**config.mk**
```make
export PLATFORM = sky130hd
export DESIGN_NAME = lru_key_value_cache_top
export DESIGN_NICKNAME = d
export VERILOG_FILES = /design/src/hdl/lkvc_pkg.sv /design/src/hdl/lru_key_value_cache_top.sv /design/src/hdl/lkvc_store.sv /design/src/hdl/lkvc_engine.sv
export VERILOG_INCLUDE_DIRS = /design/src /design/src/hdl
export SDC_FILE = /design/constraint.sdc
export NUM_CORES = 2
export LEC_CHECK = 0
export ABC_AREA = 1
export BUFFER_PORTS_ARGS = -buffer_cell sky130_fd_sc_hd__buf_2
export CAP_MARGIN = 20
export CORE_MARGIN = 2
export CORE_UTILIZATION = 60
export DETAILED_ROUTE_END_ITERATION = 10
export PLACE_DENSITY = 0.81
export SLEW_MARGIN = 20
export SYNTH_ARGS = -nofsm -noshare
export SYNTH_HDL_FRONTEND = slang
export SYNTH_SLANG_ARGS = --single-unit
export TNS_END_PERCENT = 20
```
**constraint.sdc**
```tcl
create_clock -name clk -period 7 [get_ports clk]
set_input_delay 0.7 -clock clk [delete_from_list [all_inputs] [get_ports clk]]
set_output_delay 0.7 -clock clk [all_outputs]
set_load 0.005 [all_outputs]
```
**src/hdl/lru_key_value_cache_top_defines.svh**
```systemverilog
// Assertion macros shared by the cache RTL.
`ifndef LRU_KEY_VALUE_CACHE_TOP_DEFINES_SVH
`define LRU_KEY_VALUE_CACHE_TOP_DEFINES_SVH

// Condition that must hold at every clock edge out of reset.
`define LKVC_ASSERT_ALWAYS(label, clk, rst_n, cond) \
  label: assert property (@(posedge clk) disable iff (!rst_n) (cond)) \
    else $error("lkvc assertion failed");

// Consequent that must hold in the same cycle as the antecedent.
`define LKVC_ASSERT_IMPLY(label, clk, rst_n, ante, cons) \
  label: assert property (@(posedge clk) disable iff (!rst_n) (ante) |-> (cons)) \
    else $error("lkvc implication failed");

`endif

```
**src/hdl/lkvc_pkg.sv**
```systemverilog
`timescale 1ns / 1ps
`default_nettype none

package lkvc_pkg;

  localparam int ENTRIES = 16;
  localparam int RANK_W  = (ENTRIES > 1) ? $clog2(ENTRIES) : 1;
  localparam int CNT_W   = $clog2(ENTRIES + 1);
  localparam int CAP_W   = 5;
  localparam int WIDE_W  = (CNT_W > CAP_W) ? CNT_W : CAP_W;
  localparam int DATA_W  = 32;

  localparam logic [CAP_W-1:0] CAP_RESET = CAP_W'(16);

  typedef logic [DATA_W-1:0] word_t;
  typedef logic [RANK_W-1:0] rank_t;
  typedef word_t [ENTRIES-1:0] word_arr_t;
  typedef rank_t [ENTRIES-1:0] rank_arr_t;

  localparam word_t MISS_VALUE = '1;

  typedef enum logic {
    MODE_GET = 1'b0,
    MODE_SET = 1'b1
  } mode_t;

  typedef struct packed {
    mode_t              mode;
    logic signed [31:0] lookup_key;
    logic signed [31:0] write_value;
  } in_item_t;

  typedef struct packed {
    logic               found;
    logic signed [31:0] read_value;
    logic               evicted;
  } out_item_t;

  typedef struct packed {
    logic               en;
    logic [ENTRIES-1:0] valid;
    rank_arr_t          ranks;
    logic [CNT_W-1:0]   occ;
    logic [ENTRIES-1:0] key_we;
    logic [ENTRIES-1:0] val_we;
    word_t              key;
    word_t              value;
  } upd_t;

endpackage

`default_nettype wire

```
**src/hdl/lru_key_value_cache_top.sv**
```systemverilog
// Fully associative LRU key-value cache, one access per transaction.
// A transaction accepted on start is registered into in_r, looked up
// combinationally, and its result is registered into out_r with out_strobe.
// Throughput: one transaction per cycle; busy stays low and nothing stalls.
// Reset (rst_n low, synchronous) empties the cache and sets capacity to 16.
`timescale 1ns / 1ps
`default_nettype none
`include "lru_key_value_cache_top_defines.svh"

module lru_key_value_cache_top (
  input  wire logic                        clk,
  input  wire logic                        rst_n,
  input  wire logic                        start,
  output logic                             busy,
  input  wire lkvc_pkg::in_item_t          in_data,
  output logic                             out_strobe,
  output lkvc_pkg::out_item_t              out_data,
  input  wire logic                        cfg_valid,
  output logic                             cfg_ready,
  input  wire logic [lkvc_pkg::CAP_W-1:0]  cfg_data
);

  logic                          in_vld_r;
  lkvc_pkg::in_item_t            in_r;
  logic [lkvc_pkg::CAP_W-1:0]    cap_r;
  logic                          out_strobe_r;
  lkvc_pkg::out_item_t           out_r;

  lkvc_pkg::upd_t                upd;
  lkvc_pkg::out_item_t           result;
  lkvc_pkg::word_arr_t           st_keys;
  lkvc_pkg::word_arr_t           st_values;
  logic [lkvc_pkg::ENTRIES-1:0]  st_valid;
  lkvc_pkg::rank_arr_t           st_ranks;
  logic [lkvc_pkg::CNT_W-1:0]    st_occ;

  assign busy      = 1'b0;
  assign cfg_ready = 1'b1;

  always_ff @(posedge clk) begin
    if (!rst_n) begin
      in_vld_r     <= 1'b0;
      out_strobe_r <= 1'b0;
      cap_r        <= lkvc_pkg::CAP_RESET;
    end else begin
      in_vld_r     <= start && !busy;
      out_strobe_r <= in_vld_r;
      if (cfg_valid && cfg_ready) begin
        cap_r <= cfg_data;
      end
    end
  end

  always_ff @(posedge clk) begin
    if (start && !busy) begin
      in_r <= in_data;
    end
    if (in_vld_r) begin
      out_r <= result;
    end
  end

  lkvc_engine u_engine (
    .vld      (in_vld_r),
    .item     (in_r),
    .capacity (cap_r),
    .keys     (st_keys),
    .values   (st_values),
    .valid    (st_valid),
    .ranks    (st_ranks),
    .occ      (st_occ),
    .upd      (upd),
    .result   (result)
  );

  lkvc_store u_store (
    .clk    (clk),
    .rst_n  (rst_n),
    .upd    (upd),
    .keys   (st_keys),
    .values (st_values),
    .valid  (st_valid),
    .ranks  (st_ranks),
    .occ    (st_occ)
  );

  assign out_strobe = out_strobe_r;
  assign out_data   = out_r;

  `LKVC_ASSERT_ALWAYS(a_occ_matches_valid, clk, rst_n, $countones(st_valid) == int'(st_occ))
  `LKVC_ASSERT_ALWAYS(a_occ_bound, clk, rst_n, int'(st_occ) <= lkvc_pkg::ENTRIES)
  `LKVC_ASSERT_IMPLY(a_evict_is_set_miss, clk, rst_n,
                     out_strobe && out_data.evicted,
                     !out_data.found && (out_data.read_value == lkvc_pkg::MISS_VALUE))

endmodule

`default_nettype wire

```
**src/hdl/lkvc_store.sv**
```systemverilog
`timescale 1ns / 1ps
`default_nettype none

module lkvc_store (
  input  wire logic                        clk,
  input  wire logic                        rst_n,
  input  wire lkvc_pkg::upd_t              upd,
  output lkvc_pkg::word_arr_t              keys,
  output lkvc_pkg::word_arr_t              values,
  output logic [lkvc_pkg::ENTRIES-1:0]     valid,
  output lkvc_pkg::rank_arr_t              ranks,
  output logic [lkvc_pkg::CNT_W-1:0]       occ
);

  lkvc_pkg::word_arr_t              keys_r;
  lkvc_pkg::word_arr_t              values_r;
  logic [lkvc_pkg::ENTRIES-1:0]     valid_r;
  lkvc_pkg::rank_arr_t              ranks_r;
  logic [lkvc_pkg::CNT_W-1:0]       occ_r;

  always_ff @(posedge clk) begin
    if (!rst_n) begin
      valid_r <= '0;
      ranks_r <= '0;
      occ_r   <= '0;
    end else if (upd.en) begin
      valid_r <= upd.valid;
      ranks_r <= upd.ranks;
      occ_r   <= upd.occ;
    end
  end

  always_ff @(posedge clk) begin
    for (int i = 0; i < lkvc_pkg::ENTRIES; i++) begin
      if (upd.key_we[i]) begin
        keys_r[i] <= upd.key;
      end
      if (upd.val_we[i]) begin
        values_r[i] <= upd.value;
      end
    end
  end

  assign keys   = keys_r;
  assign values = values_r;
  assign valid  = valid_r;
  assign ranks  = ranks_r;
  assign occ    = occ_r;

endmodule

`default_nettype wire

```
**src/hdl/lkvc_engine.sv**
```systemverilog
`timescale 1ns / 1ps
`default_nettype none

module lkvc_engine (
  input  wire logic                          vld,
  input  wire lkvc_pkg::in_item_t            item,
  input  wire logic [lkvc_pkg::CAP_W-1:0]    capacity,
  input  wire lkvc_pkg::word_arr_t           keys,
  input  wire lkvc_pkg::word_arr_t           values,
  input  wire logic [lkvc_pkg::ENTRIES-1:0]  valid,
  input  wire lkvc_pkg::rank_arr_t           ranks,
  input  wire logic [lkvc_pkg::CNT_W-1:0]    occ,
  output lkvc_pkg::upd_t                     upd,
  output lkvc_pkg::out_item_t                result
);

  logic [lkvc_pkg::ENTRIES-1:0] match;
  logic [lkvc_pkg::ENTRIES-1:0] lru_oh;
  logic [lkvc_pkg::ENTRIES-1:0] evict_oh;
  logic [lkvc_pkg::ENTRIES-1:0] keep;
  logic [lkvc_pkg::ENTRIES-1:0] free_inv;
  logic [lkvc_pkg::ENTRIES-1:0] slot_oh;
  logic [lkvc_pkg::ENTRIES-1:0] ins_oh;
  logic                         hit;
  logic                         is_set;
  logic                         do_evict;
  logic                         ins;
  lkvc_pkg::word_t              hit_val;
  lkvc_pkg::rank_t              hit_rank;
  lkvc_pkg::rank_t              lru_rank;
  logic [lkvc_pkg::WIDE_W-1:0]  cap_w;
  logic [lkvc_pkg::WIDE_W-1:0]  eff_cap;
  logic [lkvc_pkg::WIDE_W-1:0]  occ_w;

  always_comb begin
    is_set   = (item.mode == lkvc_pkg::MODE_SET);
    hit_val  = '0;
    hit_rank = '0;
    for (int i = 0; i < lkvc_pkg::ENTRIES; i++) begin
      match[i] = valid[i] && (keys[i] == lkvc_pkg::word_t'(item.lookup_key));
      hit_val  = hit_val | (match[i] ? values[i] : '0);
      hit_rank = hit_rank | (match[i] ? ranks[i] : '0);
    end
    hit = |match;

    cap_w = lkvc_pkg::WIDE_W'(capacity);
    occ_w = lkvc_pkg::WIDE_W'(occ);
    if (cap_w == '0) begin
      eff_cap = lkvc_pkg::WIDE_W'(1);
    end else if (cap_w > lkvc_pkg::WIDE_W'(lkvc_pkg::ENTRIES)) begin
      eff_cap = lkvc_pkg::WIDE_W'(lkvc_pkg::ENTRIES);
    end else begin
      eff_cap = cap_w;
    end

    // Valid entries hold distinct ranks, so the oldest one has rank occupancy - 1.
    lru_rank = lkvc_pkg::RANK_W'(occ - lkvc_pkg::CNT_W'(1));
    for (int i = 0; i < lkvc_pkg::ENTRIES; i++) begin
      lru_oh[i] = valid[i] && (ranks[i] == lru_rank);
    end

    do_evict = vld && is_set && !hit && (occ_w >= eff_cap) && (occ != '0);
    evict_oh = do_evict ? lru_oh : '0;
    keep     = valid & ~evict_oh;
    free_inv = ~keep;
    slot_oh  = free_inv & (~free_inv + lkvc_pkg::ENTRIES'(1));
    ins      = vld && is_set && !hit && (|slot_oh);
    ins_oh   = ins ? slot_oh : '0;

    for (int i = 0; i < lkvc_pkg::ENTRIES; i++) begin
      upd.ranks[i] = ranks[i];
      if (vld && hit) begin
        if (match[i]) begin
          upd.ranks[i] = '0;
        end else if (valid[i] && (ranks[i] < hit_rank)) begin
          upd.ranks[i] = ranks[i] + lkvc_pkg::RANK_W'(1);
        end
      end else if (ins) begin
        if (ins_oh[i]) begin
          upd.ranks[i] = '0;
        end else if (keep[i]) begin
          upd.ranks[i] = ranks[i] + lkvc_pkg::RANK_W'(1);
        end
      end
    end

    upd.en     = vld;
    upd.valid  = keep | ins_oh;
    upd.occ    = occ - lkvc_pkg::CNT_W'(do_evict) + lkvc_pkg::CNT_W'(ins);
    upd.key_we = ins_oh;
    upd.val_we = ins_oh | ((vld && is_set && hit) ? match : '0);
    upd.key    = lkvc_pkg::word_t'(item.lookup_key);
    upd.value  = lkvc_pkg::word_t'(item.write_value);

    result.found      = hit;
    result.read_value = (!is_set && hit) ? hit_val : lkvc_pkg::MISS_VALUE;
    result.evicted    = do_evict;
  end

endmodule

`default_nettype wire

```
# Word-level counts from Yosys, hierarchy flattened
# Index checks and enable logic that the tools add are counted.
# totals
ff_bits,1215
input_bits,74
out_inout_bits,37
elab_cells,410
# classes
addsub,20
n_lt_le_gt_ge,18
n_eq_ne,48
mux,133
bitwise_logic,37
n_reduce_logical,95
# op_table
cell,count
equality test 32 bit,16
2-to-1 mux 32 bit,16
OR 32 bit,15
2-to-1 mux 4 bit,112
adder 4 x 1 -> 4 bit (second input constant),16
equality test 4 bit,16
< comparator 4 bit,16
AND reduction 4 bit,16
OR 4 bit,15
logical AND 1 bit,56
2-to-1 mux 16 bit,3
!= test 3 x 2 -> 1 bit (second input constant),16
NOT 16 bit,3
nonzero test 3 bit,16
bitwise AND 16 bit,2
OR 16 bit,2
OR reduction 16 bit,2
adder 16 x 1 -> 16 bit (second input constant),1
2-to-1 mux 5 bit,2
adder 5 x 1 -> 5 bit,1
>= comparator 5 bit,1
> comparator 5 bit (second input constant),1
logical NOT 5 bit,1
nonzero test 5 bit,1
other kinds (4),5

# Depth between registers and ports, before layout
# depth
word_depth,23
ltp_mapped,35
depth_no_buf,32

# Cells and area by module
# Synthesis repeated with hierarchy kept, for this count alone.
# unflattened
hier_cells,5501
hier_area_um2,56708.1
# modules_own_cells
module,instances,cells_each,area_per_inst_um2,seq_area_each_um2
lkvc_store,1,1562,34226.6,32451.1
lkvc_engine,1,3800,19218.4,0.0
lru_key_value_cache_top,1,139,3263.1,3113.0

# Worst setup path before layout
# Ideal clock, no wire load.
# synth_path
path_type,register -> register
start,reg in_r[56] (netlist bit)
end,"reg u_store.values_r, in the netlist u_store.values[128], enable pin"
setup_ps,466
arrival_time_ps,5190
required_time_ps,6534
setup_slack_ps,1344
stages_incl_launch_ff,17
path_buffers,5
synth_period_minus_slack_ps,5656
cell_sequence,edfxtp_1 -> buf_2 -> buf_6 -> xnor2_1 -> nand4_1 -> nor2_2 -> nand2_1 -> nand2_1 -> nor2_1 -> nand2_2 -> nor2_4 -> buf_6 -> nor2_1 -> clkbuf_1 -> buf_1 -> nand2_1 -> o21ai_0
# synth_rtl
item,line_no,source
"start, declared",lru_key_value_cache_top.sv:24,lkvc_pkg::in_item_t in_r;
"start signal, assigned",lru_key_value_cache_top.sv:56,in_r <= in_data;
"end signal, assigned by index",lkvc_store.sv:39,values_r[i] <= upd.value;
"end, declared",lkvc_store.sv:16,lkvc_pkg::word_arr_t values_r;

==> results by group <==
Status
  – Status: finished clean

Synth
  – Most common cell in the synthesized netlist: nand2_1
  – Syn. warnings: 0
  – Sequential area share after synthesis: 0.6256
  – Synth unique cells: between 60 and 70
  – Prevailing post-synth register cell: edfxtp_1
  – Post-Syn Area: 56,840 µm²
  – Mapped Nets: 5,438
  – Synth area leaders: edfxtp_1, nand2_1, dfxtp_1, inv_1, nor2_1
  – Area leader, netlist: edfxtp_1
  – Synth top area share: 0.5932
  – Synth Instances: 5,316
  – Number of synthesized register bits: roughly 1.2k
  – Async SR Flop Fraction: 0
  – Syn avg cell area: 10.69 µm²
  – Number of flops mapped to enable cells by yosys: 1,123
  – List of most frequent post-synthesis cells: nand2_1, edfxtp_1, inv_1

Worst hold path
  – Hold Crit Depth: 1
  – Hold Path End: in_r[24]
  – Hold/Removal Path Class: in2reg
  – Hold Startpoint: in_data[24]

Worst setup path
  – CP max FO: 22
  – Worst path required time: 7.41 ns
  – Startpoint types: flop
  – FF-to-FF path depth: 25
  – Setup CP Type: reg2reg
  – Worst setup EP type: flop
  – Reg2reg setup slack: between 1 and 1.5 ns
  – CP arrival: 6.29 ns
  – R2r endpoint: u_store.values[269]
  – Reg2reg start: in_r[43]

Power and ir drop
  – Sequential Power Share: 0.504
  – Cell Pwr Density: 255.7 nW/µm²
  – Internal power: approximately 12 mW
  – Share of total power in the clock network: 0.423
  – Worst IR Drop VDD: 301.1 µV
  – Switching portion of total power: 0.2422
  – Sw power: about 3.9 mW
  – Comb pwr share: 0.073
  – Pleak: 23.97 nW

Flow run
  – Max-Cap Viols: 0

Route
  – Antenna Nets Post-Route: 0
  – DR pass1 iterations: 8
  – # DRC: 0
  – Detailed-route via count: between 40k and 50k
  – Total Wirelength: a little under 200,000 µm
  – Via density: around 6.5
  – Avg WL per Cell: 29.03 µm
  – Iter 0 DRT Violations: 7,593

Place
  – Hpwl dp: between 100,000 and 150,000 µm
  – Placed Cells: 6,615
  – Global placement routability congestion: 1.023
  – Place WS: 1.398 ns
  – I/O Buffers: between 100 and 150
  – Placed Area: between 50,000 and 60,000 µm²

Global routing
  – Vias in the first global route: approximately 42k
  – First-pass GRT wire length: 283,900 µm
  – Total grt overflow: 0
  – GRT Util Overall: 0.4033
  – Largest net degree at the start of global routing: a little under 80
  – Initial antenna violation count: 4

Floorplan
  – Io pins: 111
  – Starting Density: 0.6072
  – Die area: 97,220 µm²
  – Die width: 311.8 µm
  – Die Ht: ~310 µm
  – Placeable Area: 93,610 µm²
  – Site row count: between 100 and 150

STA
  – Setup WS post-layout: 1.119 ns
  – Final setup fails: 0
  – Skew final: 0.07467 ns
  – Slew headroom: 0.2086
  – Period utilization: 0.8401
  – Pins over their slew limit: 0
  – F_max: 170.1 MHz
  – RSZ-0062 raised after global routing: false
  – Final number of hold-violating endpoints: 0
  – Worst-Margin Slew: between 1 and 1.5 ns
  – Min Tclk post-route: 5.881 ns
  – Total Neg Setup Slack: 0 ns

Finish
  – Sequential Area: 35,570 µm²
  – Layout area overhead: 11.60%
  – Layout net count: 5,607
  – Post-layout util: 0.6777
  – Final cell count without fillers: approximately 6.8k
  – Fillers: approximately 7k
  – Layout cell share with drive strength beyond 1: 0.1083
  – Final instance area: between 60,000 and 70,000 µm²
  – Area of the multi-input gates: 18,410 µm²

CTS
  – CTS sink cnt: between 1k and 1.5k
  – Post-CTS sizing: 0
  – Post-CTS Hold Buffers: 0
  – CTS tree: built
  – Root Driver: clkbuf_16
  – Clock buffer depth: 3
  – Clock transition at the registers of the reported paths: 0.07 ns
  – Clock latency on the worst-skew pair: ~0.78 ns
  – H-tree levels: 3
  – CTS Buf Count: 121
  – Setup Buffers After CTS: 0
==> logic make-up after synthesis <==
kind of cell	Yosys count	share of synthesized area
and+or+nand+nor	2393	0.1879
DFF	1215	0.6256
buffers and inverters	730	0.05423
AOI/OAI and AO/OA	693	0.08518
xor gates and xnor gates	235	0.03621
adders and majority gates	48	0.01070
other	2	0.0001321
==> registers in the layout, indices dropped and copies added (netlist names) <==
signal / flops
u_store.keys: 512
u_store.values: 512
in_r: 65
u_store.ranks: 64
out_data: 34
u_store.valid: 16
cap_r: 5
u_store.occ: 5
in_vld_r: 1
out_strobe: 1
==> cells in the final DEF (no fill, tap or decap), types with 16 or more instances in the layout <==
cell type,count
clkbuf_1,17
buf_4,134
o21ai_1,27
xor2_1,71
nand3_2,26
dfxtp_1,91
nand2_1,1217
edfxtp_1,1123
nand2_2,17
o211ai_1,23
a32o_1,49
nor2_1,441
ha_1,47
inv_1,479
a21oi_1,76
bufinv_16,19
o2111ai_1,18
inv_2,34
a22o_1,79
clkinv_2,21
or2_2,39
o22ai_1,58
xnor2_1,164
nor3b_1,31
clkbuf_16,122
nor3_1,52
clkinv_1,35
nand4_1,196
a221oi_1,114
o21ai_4,16
nand3_1,269
nor4_1,42
o21ai_0,191
buf_2,108
==> layout make-up <==
cell class / instances / share of cell area
sequential: 1215 / 0.5607
multi-input combinational: 3371 / 0.2902
clock buffer: 142 / 0.04978
inverter: 527 / 0.03126
timing repair buffer: 249 / 0.02671
tap: 1254 / 0.02473
clock inverter: 83 / 0.01649
antenna: 3 / 0.0001183
==> layer usage <==
| layer | routed length [µm] | vias up | global-route usage | share of wire |
|---|---|---|---|---|
| met5 | 12 | - | 0 | 0.000060 |
| met1 | 74310 | 21170 | 0.5746 | 0.37 |
| met2 | 83490 | 3766 | 0.5764 | 0.42 |
| met3 | 30790 | 619 | 0.1141 | 0.15 |
| met4 | 10080 | 2 | 0.1840 | 0.051 |
| li1 | - | 19140 | - | - |
==> critical path, stage by stage (launching register included) <==
cell and delay [ns]:
edfxtp_1 0.40, inv_2 0.68, nand2_1 0.15, nand2_1 0.10, inv_1 0.04, nand2_1 0.06, nor2_1 0.04, nand2_1 0.06
nor2_1 0.04, nand3_1 0.50, nand2_1 0.10, nor2_1 0.12, nand2_1 0.10, nor2_4 0.47, nand4_1 0.16, nand2_1 0.17
inv_2 0.06, nor3_1 0.22, nand2_1 0.12, nand2_1 0.08, nor2_1 0.06, nand3_4 0.07, buf_4 0.29, nand3_1 0.49
o21ai_4 0.54, buf_4 0.35
==> power by group through the flow <==
stage	clock network (mW)	registers [mW]	logic, mW
after floorplan	0	8.30	0.631
after global placement	0	8.32	1.12
after detailed placement	0	8.32	1.13
after CTS	6.86	8.17	1.13
after global routing	7.12	8.18	1.24
final	6.86	8.17	1.19
==> metrics by stage <==
stage / power, mW / hold slack [ns]
after floorplan: 8.932 / 0.4471
after CTS: 16.17 / 0.06447
final: 16.22 / 0.09667
after detailed placement: 9.453 / 0.4967
after global routing: 16.54 / 0.08082
after global placement: 9.440 / 0.4969
==> worst max path at each step <==
stage | start | endpoint | cells past startpoint
floorplan | in_r[56] | u_store.values[128] | 16
global placement | in_r[43] | u_store.occ[4] | 32
detailed placement | in_r[58] | u_store.values[259] | 24
CTS | in_r[58] | u_store.values[269] | 24
global route | in_r[49] | u_store.values[275] | 25
finish | in_r[43] | u_store.values[269] | 25
(Power assumes the default switching activity.)
